<file path="src/sv/crtr_pkg.sv">
// Shared types, constants and step functions of the combined Tausworthe generator.
`timescale 1ns / 1ps
package crtr_pkg;

  localparam int QUEUE_DEPTH = 4;

  localparam logic [31:0] SEED_MIX_ONE   = 32'hFEA09B9D;
  localparam logic [31:0] SEED_MIX_TWO   = 32'h9C129511;
  localparam logic [31:0] SEED_MIX_THREE = 32'h2512CFB8;
  localparam logic [31:0] MASK_ONE       = 32'hFFFFFFFE;
  localparam logic [31:0] MASK_TWO       = 32'hFFFFFFF8;
  localparam logic [31:0] MASK_THREE     = 32'hFFFFFFF0;

  // Divisor of the range mapping, 2^32 - 1, held in 33 bits.
  localparam logic [32:0] SPAN_DIVISOR   = 33'h0FFFFFFFF;

  localparam logic KIND_DRAW   = 1'b0;
  localparam logic KIND_RESEED = 1'b1;

  typedef struct packed {
    logic [31:0] one;
    logic [31:0] two;
    logic [31:0] three;
  } state_t;

  // One draw waiting for its range mapping.
  typedef struct packed {
    logic [31:0]        raw;
    logic signed [31:0] start;
    logic               neg;
    logic [31:0]        mag;
  } job_t;

  function automatic state_t advance(input state_t s);
    state_t n;
    n.one   = ((s.one & MASK_ONE) << 24) ^ ((s.one ^ (s.one << 7)) >> 7);
    n.two   = ((s.two & MASK_TWO) << 7) ^ ((s.two ^ (s.two << 2)) >> 22);
    n.three = ((s.three & MASK_THREE) << 11) ^ ((s.three ^ (s.three << 9)) >> 17);
    return n;
  endfunction

  // Mix the seed, self-correct each component, then take the warm-up step.
  function automatic state_t reseed(input logic [31:0] seed);
    state_t m;
    m.one   = (seed ^ SEED_MIX_ONE) & MASK_ONE;
    m.two   = (seed ^ SEED_MIX_TWO) & MASK_TWO;
    m.three = (seed ^ SEED_MIX_THREE) & MASK_THREE;
    m.one   = m.one ^ (((m.one << 7) ^ m.one) >> 31);
    m.two   = m.two ^ (((m.two << 2) ^ m.two) >> 29);
    m.three = m.three ^ (((m.three << 9) ^ m.three) >> 28);
    return advance(m);
  endfunction

endpackage

</file>
<file path="src/sv/crtr_front.sv">
// Front end: accepts words, keeps the generator state and queues draws.
`timescale 1ns / 1ps
module crtr_front (
  input  logic                clk,
  input  logic                rst,
  input  logic                in_valid,
  output logic                in_ready,
  input  logic                kind,
  input  logic [31:0]         seed,
  input  logic signed [31:0]  range_start,
  input  logic signed [31:0]  range_end,
  input  logic                q_ready,
  output logic                push,
  output crtr_pkg::job_t      push_job
);

  crtr_pkg::state_t state;
  crtr_pkg::state_t stepped;
  logic             accept;
  logic [32:0]      span;

  assign in_ready = q_ready;
  assign accept   = in_valid && q_ready;
  assign push     = accept && (kind == crtr_pkg::KIND_DRAW);
  assign stepped  = crtr_pkg::advance(state);

  always_comb begin
    span           = {range_end[31], range_end} - {range_start[31], range_start};
    push_job.raw   = stepped.one ^ stepped.two ^ stepped.three;
    push_job.start = range_start;
    push_job.neg   = span[32];
    push_job.mag   = span[32] ? 32'(-span) : span[31:0];
  end

  always_ff @(posedge clk) begin
    if (rst) begin
      state <= crtr_pkg::reseed(32'h0);
    end else if (accept) begin
      if (kind == crtr_pkg::KIND_RESEED) begin
        state <= crtr_pkg::reseed(seed);
      end else begin
        state <= stepped;
      end
    end
  end

endmodule

</file>
<file path="src/sv/crtr_queue.sv">
// Short FIFO of pending draws between the front and the back end.
`timescale 1ns / 1ps
module crtr_queue #(
  parameter int DEPTH = crtr_pkg::QUEUE_DEPTH
) (
  input  logic           clk,
  input  logic           rst,
  input  logic           push,
  input  crtr_pkg::job_t push_job,
  output logic           q_ready,
  output logic           q_valid,
  input  logic           pop,
  output crtr_pkg::job_t pop_job
);

  localparam int PW = (DEPTH > 1) ? $clog2(DEPTH) : 1;
  localparam int CW = $clog2(DEPTH + 1);

  crtr_pkg::job_t entries [DEPTH];
  logic [PW-1:0]  wr_ptr;
  logic [PW-1:0]  rd_ptr;
  logic [CW-1:0]  count;

  assign q_ready = (count != CW'(DEPTH));
  assign q_valid = (count != '0);
  assign pop_job = entries[rd_ptr];

  always_ff @(posedge clk) begin
    if (push) begin
      entries[wr_ptr] <= push_job;
    end
  end

  always_ff @(posedge clk) begin
    if (rst) begin
      wr_ptr <= '0;
      rd_ptr <= '0;
      count  <= '0;
    end else begin
      if (push) begin
        wr_ptr <= (wr_ptr == PW'(DEPTH - 1)) ? '0 : wr_ptr + 1'b1;
      end
      if (pop) begin
        rd_ptr <= (rd_ptr == PW'(DEPTH - 1)) ? '0 : rd_ptr + 1'b1;
      end
      if (push && !pop) begin
        count <= count + 1'b1;
      end else if (pop && !push) begin
        count <= count - 1'b1;
      end
    end
  end

endmodule

</file>
<file path="src/sv/crtr_back.sv">
// Back end: scales the span by the raw word, divides by 2^32-1, adds the start and saturates.
`timescale 1ns / 1ps
module crtr_back (
  input  logic                clk,
  input  logic                rst,
  input  logic                q_valid,
  input  crtr_pkg::job_t      pop_job,
  output logic                pop,
  output logic                out_valid,
  input  logic                out_ready,
  output logic [31:0]         raw_value,
  output logic signed [31:0]  mapped_value
);

  localparam logic [32:0] SPAN_DIVISOR_X2 = {crtr_pkg::SPAN_DIVISOR[31:0], 1'b0};

  // Multiply stage.
  logic               m_valid;
  logic [63:0]        m_prod;
  logic [31:0]        m_raw;
  logic signed [31:0] m_start;
  logic               m_neg;
  // Quotient stage.
  logic               d_valid;
  logic [31:0]        d_quot;
  logic [31:0]        d_raw;
  logic signed [31:0] d_start;
  logic               d_neg;

  logic               o_free;
  logic               d_go;
  logic               d_free;
  logic               m_go;
  logic               m_free;
  logic [32:0]        fold;
  logic [31:0]        quot_next;
  logic signed [33:0] sum;
  logic signed [31:0] mapped_next;

  assign o_free = !out_valid || out_ready;
  assign d_go   = d_valid && o_free;
  assign d_free = !d_valid || d_go;
  assign m_go   = m_valid && d_free;
  assign m_free = !m_valid || m_go;
  assign pop    = q_valid && m_free;

  // p = H*2^32 + L = H*(2^32-1) + (H+L): fold the high half back in.
  always_comb begin
    fold = {1'b0, m_prod[63:32]} + {1'b0, m_prod[31:0]};
    if (fold >= {SPAN_DIVISOR_X2}) begin
      quot_next = m_prod[63:32] + 32'd2;
    end else if (fold >= crtr_pkg::SPAN_DIVISOR) begin
      quot_next = m_prod[63:32] + 32'd1;
    end else begin
      quot_next = m_prod[63:32];
    end
  end

  always_comb begin
    if (d_neg) begin
      sum = 34'(d_start) - $signed({2'b00, d_quot});
    end else begin
      sum = 34'(d_start) + $signed({2'b00, d_quot});
    end
    if (sum > 34'sh07FFFFFFF) begin
      mapped_next = 32'sh7FFFFFFF;
    end else if (sum < -34'sh080000000) begin
      mapped_next = -32'sh80000000;
    end else begin
      mapped_next = sum[31:0];
    end
  end

  always_ff @(posedge clk) begin
    if (rst) begin
      m_valid   <= 1'b0;
      d_valid   <= 1'b0;
      out_valid <= 1'b0;
    end else begin
      if (m_free) begin
        m_valid <= q_valid;
      end
      if (d_free) begin
        d_valid <= m_valid;
      end
      if (o_free) begin
        out_valid <= d_valid;
      end
    end
  end

  always_ff @(posedge clk) begin
    if (pop) begin
      m_prod  <= 64'(pop_job.mag) * 64'(pop_job.raw);
      m_raw   <= pop_job.raw;
      m_start <= pop_job.start;
      m_neg   <= pop_job.neg;
    end
    if (m_go) begin
      d_quot  <= quot_next;
      d_raw   <= m_raw;
      d_start <= m_start;
      d_neg   <= m_neg;
    end
    if (d_go) begin
      raw_value    <= d_raw;
      mapped_value <= mapped_next;
    end
  end

endmodule

</file>
<file path="src/sv/combined_tausworthe_rng_core.sv">
// Top level of the three-component combined Tausworthe generator with range mapping.
`timescale 1ns / 1ps
// Three-component combined Tausworthe generator, shifts (24,7,7), (7,2,22) and
// (11,9,17). Each input word is either a draw (kind 0) or a reseed (kind 1).
// A draw advances all three components and returns their XOR as raw_value, plus
// mapped_value = range_start + trunc((range_end - range_start) * raw / (2^32-1)),
// computed exactly and clamped to signed 32 bits; a reversed range gives a value
// between the two ends. A reseed mixes the seed in, self-corrects the components
// and takes one silent warm-up step; it returns no word. After reset the state
// is that of a reseed with seed zero. One input word is taken every cycle while
// the pending-draw queue has room; an accepted draw passes through that queue,
// then the 32x32 multiply stage, the divide-by-2^32-1 fold stage and the output
// register. The queue holds QUEUE_DEPTH draws and the three back-end stages hold
// one each, so with an empty pipeline the input keeps flowing for QUEUE_DEPTH + 3
// draws while the output is stalled before in_ready drops.
module combined_tausworthe_rng_core #(
  parameter int QUEUE_DEPTH = crtr_pkg::QUEUE_DEPTH
) (
  input  logic                clk,
  input  logic                rst,
  input  logic                in_valid,
  output logic                in_ready,
  input  logic                kind,
  input  logic [31:0]         seed,
  input  logic signed [31:0]  range_start,
  input  logic signed [31:0]  range_end,
  output logic                out_valid,
  input  logic                out_ready,
  output logic [31:0]         raw_value,
  output logic signed [31:0]  mapped_value
);

  logic           q_ready;
  logic           q_valid;
  logic           push;
  logic           pop;
  crtr_pkg::job_t push_job;
  crtr_pkg::job_t pop_job;

  // Front: hold the generator state, step or reseed it per accepted word, and
  // queue each draw together with its span.
  crtr_front u_front (
    .clk         (clk),
    .rst         (rst),
    .in_valid    (in_valid),
    .in_ready    (in_ready),
    .kind        (kind),
    .seed        (seed),
    .range_start (range_start),
    .range_end   (range_end),
    .q_ready     (q_ready),
    .push        (push),
    .push_job    (push_job)
  );

  // Queue: decouple the generator from the mapping pipeline.
  crtr_queue #(
    .DEPTH (QUEUE_DEPTH)
  ) u_queue (
    .clk      (clk),
    .rst      (rst),
    .push     (push),
    .push_job (push_job),
    .q_ready  (q_ready),
    .q_valid  (q_valid),
    .pop      (pop),
    .pop_job  (pop_job)
  );

  // Back: multiply, fold the division, add and clamp, then drive the output.
  crtr_back u_back (
    .clk          (clk),
    .rst          (rst),
    .q_valid      (q_valid),
    .pop_job      (pop_job),
    .pop          (pop),
    .out_valid    (out_valid),
    .out_ready    (out_ready),
    .raw_value    (raw_value),
    .mapped_value (mapped_value)
  );

  // A reseed never queues a draw.
  a_reseed_no_push : assert property (@(posedge clk) disable iff (rst)
    (in_valid && in_ready && kind == crtr_pkg::KIND_RESEED) |-> !push)
    else $error("reseed queued a draw");

  // Every accepted draw is queued.
  a_draw_pushes : assert property (@(posedge clk) disable iff (rst)
    (in_valid && in_ready && kind == crtr_pkg::KIND_DRAW) |-> push)
    else $error("accepted draw not queued");

  // The back end only takes from a non-empty queue.
  a_pop_nonempty : assert property (@(posedge clk) disable iff (rst)
    pop |-> q_valid)
    else $error("pop from empty queue");

  // No result is shown right after reset.
  a_reset_quiet : assert property (@(posedge clk)
    rst |=> !out_valid)
    else $error("output valid after reset");

endmodule

</file>
<file path="config.mk">
export PLATFORM = sky130hd
export DESIGN_NAME = combined_tausworthe_rng_core
export DESIGN_NICKNAME = d
export VERILOG_FILES = /design/src/sv/crtr_pkg.sv /design/src/sv/crtr_front.sv /design/src/sv/crtr_queue.sv /design/src/sv/crtr_back.sv /design/src/sv/combined_tausworthe_rng_core.sv
export SDC_FILE = /design/constraint.sdc
export NUM_CORES = 2
export LEC_CHECK = 0
export BUFFER_PORTS_ARGS = -buffer_cell sky130_fd_sc_hd__buf_2
export CORE_ASPECT_RATIO = 1.75
export CORE_UTILIZATION = 50
export DETAILED_ROUTE_END_ITERATION = 8
export PLACE_DENSITY = 0.73
export SYNTH_ARGS = -nofsm -noshare
export SYNTH_HDL_FRONTEND = slang
export SYNTH_SLANG_ARGS = --single-unit
export TNS_END_PERCENT = 20
</file>
<file path="constraint.sdc">
create_clock -name clk -period 12.75 [get_ports clk]
set_clock_uncertainty 0.1 [all_clocks]
set_input_delay 1.275 -clock clk [delete_from_list [all_inputs] [get_ports clk]]
set_output_delay 1.275 -clock clk [all_outputs]
set_load 0.02 [all_outputs]
</file>
---- Word level (Yosys, flattened, before mapping) ----
Memory sizes are Yosys's and may differ from the RTL's. A register that Yosys moved wholly into a read port is not among the register bits.
Cells that the tools add are included.
storage, ports and cells
  bits in registers ....................... 396
  latch bits .............................. 0
  RAM bits ................................ 388
  memory bits (read-only) ................. 0
  bits of input ports ..................... 101
  output and inout bits ................... 66
  word-level logic and storage cells ...... 94
  memories kept ........................... 1
memory list
  memory           words  width  rd ports  clocked after memory_dff  wr ports  line              text
  u_queue.entries  4      97     1         1                         1         crtr_queue.sv:19  crtr_pkg::job_t entries [DEPTH];
cells by class
  add/subtract/negate cells ............... 11
  multipliers ............................. 1
  div/mod/pow operators ................... 0
  magnitude comparators ................... 4
  eq/ne operators ......................... 3
  shift operators ......................... 0
  muxes and demuxes ....................... 14
  bitwise operators ....................... 24
  reduce and logical (&&, ||, !) cells .... 17
operators with widths
  cell                                                                 number
  XOR 32 bit                                                           11
  2-to-1 mux 32 bit                                                    4
  2-to-1 mux 96 bit                                                    1
  multiplier 32 x 32 -> 64 bit                                         1
  XOR 32 x 10 -> 32 bit                                                2
  XOR 32 x 15 -> 32 bit                                                2
  XOR 32 x 25 -> 32 bit                                                2
  adder 32 x 33 -> 34 bit                                              1
  > comparator 34 x 32 -> 1 bit, second input constant                 1
  less-than comparator 34 x 32 -> 1 bit, second input constant         1
  2-to-1 mux 34 bit                                                    1
  subtractor 32 x 33 -> 34 bit                                         1
  adder 32 x 32 -> 33 bit                                              1
  greater-or-equal comparator 33 x 32 -> 1 bit, second input constant  1
  greater-or-equal comparator 33 bit, second input constant            1
  subtractor 32 x 32 -> 33 bit                                         1
  adder 32 x 1 -> 32 bit, second input constant                        1
  adder 32 x 2 -> 32 bit, second input constant                        1
  negation 32 bit                                                      1
  XOR 32 x 1 -> 32 bit                                                 1
  XOR 32 x 3 -> 32 bit                                                 1
  XOR 32 x 4 -> 32 bit                                                 1
  inverter 19 bit                                                      1
  inverter 15 bit                                                      1
  15 further kinds                                                     34

---- Depth between registers and ports, before layout ----
  depth after elaboration ................. 10
  gate-level depth with buffers ........... 36
  depth with buffers taken out ............ 32

---- Hierarchy ----
Synthesis repeated with hierarchy kept, for this count alone.
unflattened totals
  cells, all modules ...................... 6511
  area total of the unflattened synthesis .. 70757.9 um2
modules (own cells, without submodules)
  module      times used  cells an instance  area an instance (um2)  seq. area each (um2)
  crtr_back   1           4830               47749.5                 8768.4
  crtr_queue  1           552                14431.3                 11831.3
  crtr_front  1           1129               8577.0                  1781.7

---- Worst setup path after synthesis ----
Ideal clock, no wire load.
  path type ............................... input to register
  start ................................... input port out_ready
  end ..................................... register u_queue.count[2]
  library setup time ...................... 0.070 ns
  arrival time ............................ 9.690 ns
  required time ........................... 12.580 ns
  slack ................................... 2.890 ns
  cell stages on the path ................. 10
  path buffers ............................ 0
  cells stage by stage .................... nor2b_1 -> and2_1 -> a21oi_1 -> inv_1 -> ha_1 -> inv_1 -> fa_1 -> xor2_1 -> or3_1 -> a21oi_1
on the way
  longest elaborated chain between the ends .. 9
  elaborated cells between the ends (all ways) .. 11
  classes of those cells .................. 1 x mux; 10 x reduce/logical
ends and longest elaborated chain
  element                                                        line                                text
  start: declaration                                             combined_tausworthe_rng_core.sv:28  input logic out_ready,
  logical OR 1 bit *                                             crtr_back.sv:40                     assign o_free = !out_valid || out_ready;
  logical AND 1 bit *                                            crtr_back.sv:41                     assign d_go = d_valid && o_free;
  logical OR 1 bit *                                             crtr_back.sv:42                     assign d_free = !d_valid || d_go;
  logical AND 1 bit *                                            crtr_back.sv:43                     assign m_go = m_valid && d_free;
  logical OR 1 bit *                                             crtr_back.sv:44                     assign m_free = !m_valid || m_go;
  logical AND 1 bit *                                            crtr_back.sv:45                     assign pop = q_valid && m_free;
  named net pop                                                  combined_tausworthe_rng_core.sv:36  logic pop;
  zero test 1 bit                                                crtr_queue.sv:46                    if (push && !pop) begin
  logical AND 1 bit                                              crtr_queue.sv:46
  2-to-1 mux 3 bit / nonzero test 2 bit (equally long branches)  n/a
  end signal: assignment                                         crtr_queue.sv:47                    count <= count + 1'b1;
  end signal: assignment                                         crtr_queue.sv:49                    count <= count - 1'b1;
  end: declaration                                               crtr_queue.sv:22                    logic [CW-1:0] count;
The timed path passes the listed nets; every way through them passes the cells marked *.
A chain may end at the register's enable or synchronous reset.

==> qor.yml <==
floorplanning:
  core_area_um2: 137400
  die_x_um: 283.4
  io_pins: 167
  std_cell_rows: 180
  initial_utilization_pct: 50.42
  die_h_um: 494.4
  dieArea_um2: 140100
critical_path:
  arrival_ns: 11.16
  cp_slowest_cell: "dfxtp_4"
  required_ns: 13.08
  slowest_delay_ns: 0.95
  critPathTopFamily: "adder cells"
  reg2reg_slack_ns: 1.92
  cp-start-kind: "register"
  crit_buf_inv: 6
  worst_r2r_path_depth: 27
  reg2reg_to: "u_back.m_prod[58]"
  crit_path_max_fanout: 52
  crit_path_frequent_cell: "fa_1"
  critPathKind: "reg2reg"
  cp-end-kind: "register"
detailed_routing:
  wire_per_inst_um: 24.89
  ant_nets: 0
  num_vias: 50070
  vias_per_cell: 5.859
  drt_iter0_markers: 3796
  wirelength_um: 212700
  drt_first_pass_iters: 7
  route.detailed.drc: 0
timing:
  worst_pin_slew_ns: 1.359
  maxSlewViolCount: 0
  finalSetupViolations: 0
  finalCritPeriodShare_pct: 84.94
  final-hold-violation-count: 0
  fmax_mhz: 92.34
  min_period_ns: 10.83
  grt_setup_unrepaired: "no"
  relSlewSlack_pct: 9.381
  setup_tns_ns: 0
yosys:
  yosysUniqueCellTypes: 104
  synth_edf_count: 678
  yosysSeqAreaShare_pct: 32.31
  synth_area_leader_cell: "edfxtp_1"
  ys.flop_type: "edfxtp_1"
  synth_most_common_cell: "inv_1"
  ys_warn_count: 0
  synthTopCellsByArea: "edfxtp_1 (29%), fa_1 (26%), ha_1 (6.7%)"
  ys_seq_elements: 779
  syn_inst: 6623
  synth.net_count: 7994
  synth_top_area_share_pct: 29.39
  synth.avg_cell_area_um2: 10.46
  synthesis.area_um2: 69270
  yosys-top-cells-count: "inv_1 (983), fa_1 (900), nor2_1 (808)"
  async_flop_share_pct: 0
status:
  outcome: "completed"
cts:
  cts.sinks: 779
  clk_latency_ns: 0.72
  cts-htree-levels: 3
  cts_setup_buffers: 0
  clock_path_buffers: 3
  cts_buffers: 73
  path_clk_slew_ns: 0.07
  hold_buffers: 0
  cts_resized: 0
  root_buffer: "clkbuf_16"
  cts_tree: "built"
placed_design:
  io_buffers: 165
  dp_hpwl_um: 161500
  gp_congestion: 1.009
flow_run:
  maxCapViolations: 0
grt:
  grt_pass1_vias: 52820
  gr-total-overflow: 0
  grt_max_degree: 126
  antenna_found_initial: 8
  grt_pass1_wl_um: 316900
  grt_usage_pct: 30.63
hold_path:
  hp-class: "reg2reg"
  hold_depth: 0
  worstHoldStart: "u_back.d_raw[16]"
  whs_endpoint: "u_back.raw_value[16]"
final_layout:
  fin_nets: 8030
  area_growth_pct: 7.933
  drive_above_1_share_pct: 8.678
==> sequential cells by signal, indices dropped and copies added, names as in the netlist, 2 cells and up, named ones only <==
signal,cells
u_queue.count,3
u_queue.rd_ptr,2
u_back.m_start,32
u_back.m_raw,32
u_back.raw_value,32
u_front.state,89
u_queue.entries,388
u_back.d_raw,32
u_back.m_prod,64
u_back.d_quot,32
u_queue.wr_ptr,2
u_back.mapped_value,32
u_back.d_start,32
==> layout by cell type, fill, tap and decap left out, drive strengths merged, types with 58 or more instances in the layout <==
cell type,netlist,routed
xnor2,243,243
mux2,64,64
nor2,808,808
o21a,58,58
clkbuf,282,85
a211oi,66,66
edfxtp,678,678
o21ai,198,198
buf,39,283
a21oi,196,196
ha,370,370
dfxtp,101,101
mux2i,96,96
nand2,644,644
a21o,119,119
inv,985,993
fa,900,900
xor2,121,121
==> worst max path at each step <==
stage	to	from	cells after the start	slack (ns)
6_report	u_back.m_prod[58]	register	27	1.92
5_1_grt	u_back.m_prod[60]	register	28	1.58
4_1_cts	u_back.m_prod[60]	register	24	2.18
3_5_place_dp	u_back.m_prod[60]	register	24	2.18
3_3_place_gp	u_back.m_prod[60]	register	29	2.25
2_1_floorplan	u_queue.count[2]	out_ready	10	2.89
==> per-stage QoR <==
step | instances | hold WS (ns) | setup WS, ns | area, µm² | util [%]
after floorplan | 6623 | 0.3003 | 2.890 | 69270 | -
after global placement | 8404 | 0.3010 | 2.248 | 72230 | 52.58
after detailed placement | 8404 | 0.3045 | 2.184 | 72230 | 52.58
after CTS | 8538 | 0.3142 | 2.177 | 74750 | 54.41
after global routing | 8541 | 0.3257 | 1.581 | 74760 | 54.42
final | 8545 | 0.3156 | 1.920 | 74770 | 54.42
==> final cells by class <==
class	count	area (µm²)
fillers	11800	62610
multi-input cells	4531	42120
flip-flops and latches	779	22390
inverters	991	3720
well taps	1820	2277
clock buffers	85	1903
repair buffers	283	1727
clock inverters	49	615.6
diodes	7	17.52
==> kinds of logic (layout without fill, tap and decap cells) <==
logic type / count (synthesis) / in the layout / share of synthesized area [%]
simple gates: 1817 / 1817 / 11.15
mux: 198 / 198 / 3.668
compound gates: 882 / 882 / 8.384
buf+inv: 1313 / 1408 / 7.198
flops: 779 / 779 / 32.31
other cells: 0 / 7 / 0
fa+ha+maj: 1270 / 1270 / 32.69
xor+xnor: 364 / 364 / 4.602
==> routing by layer <==
layer | up-vias | global-route usage (%) | wire (µm)
met5 | - | 0 | 39
met4 | 6 | 25.68 | 21190
met3 | 927 | 5.779 | 15910
met2 | 2476 | 53.81 | 106500
met1 | 25000 | 31.59 | 69080
li1 | 21660 | - | -
Power is not shown: default switching activity piles up to over one toggle a cycle in this logic, so the estimate is an artifact.
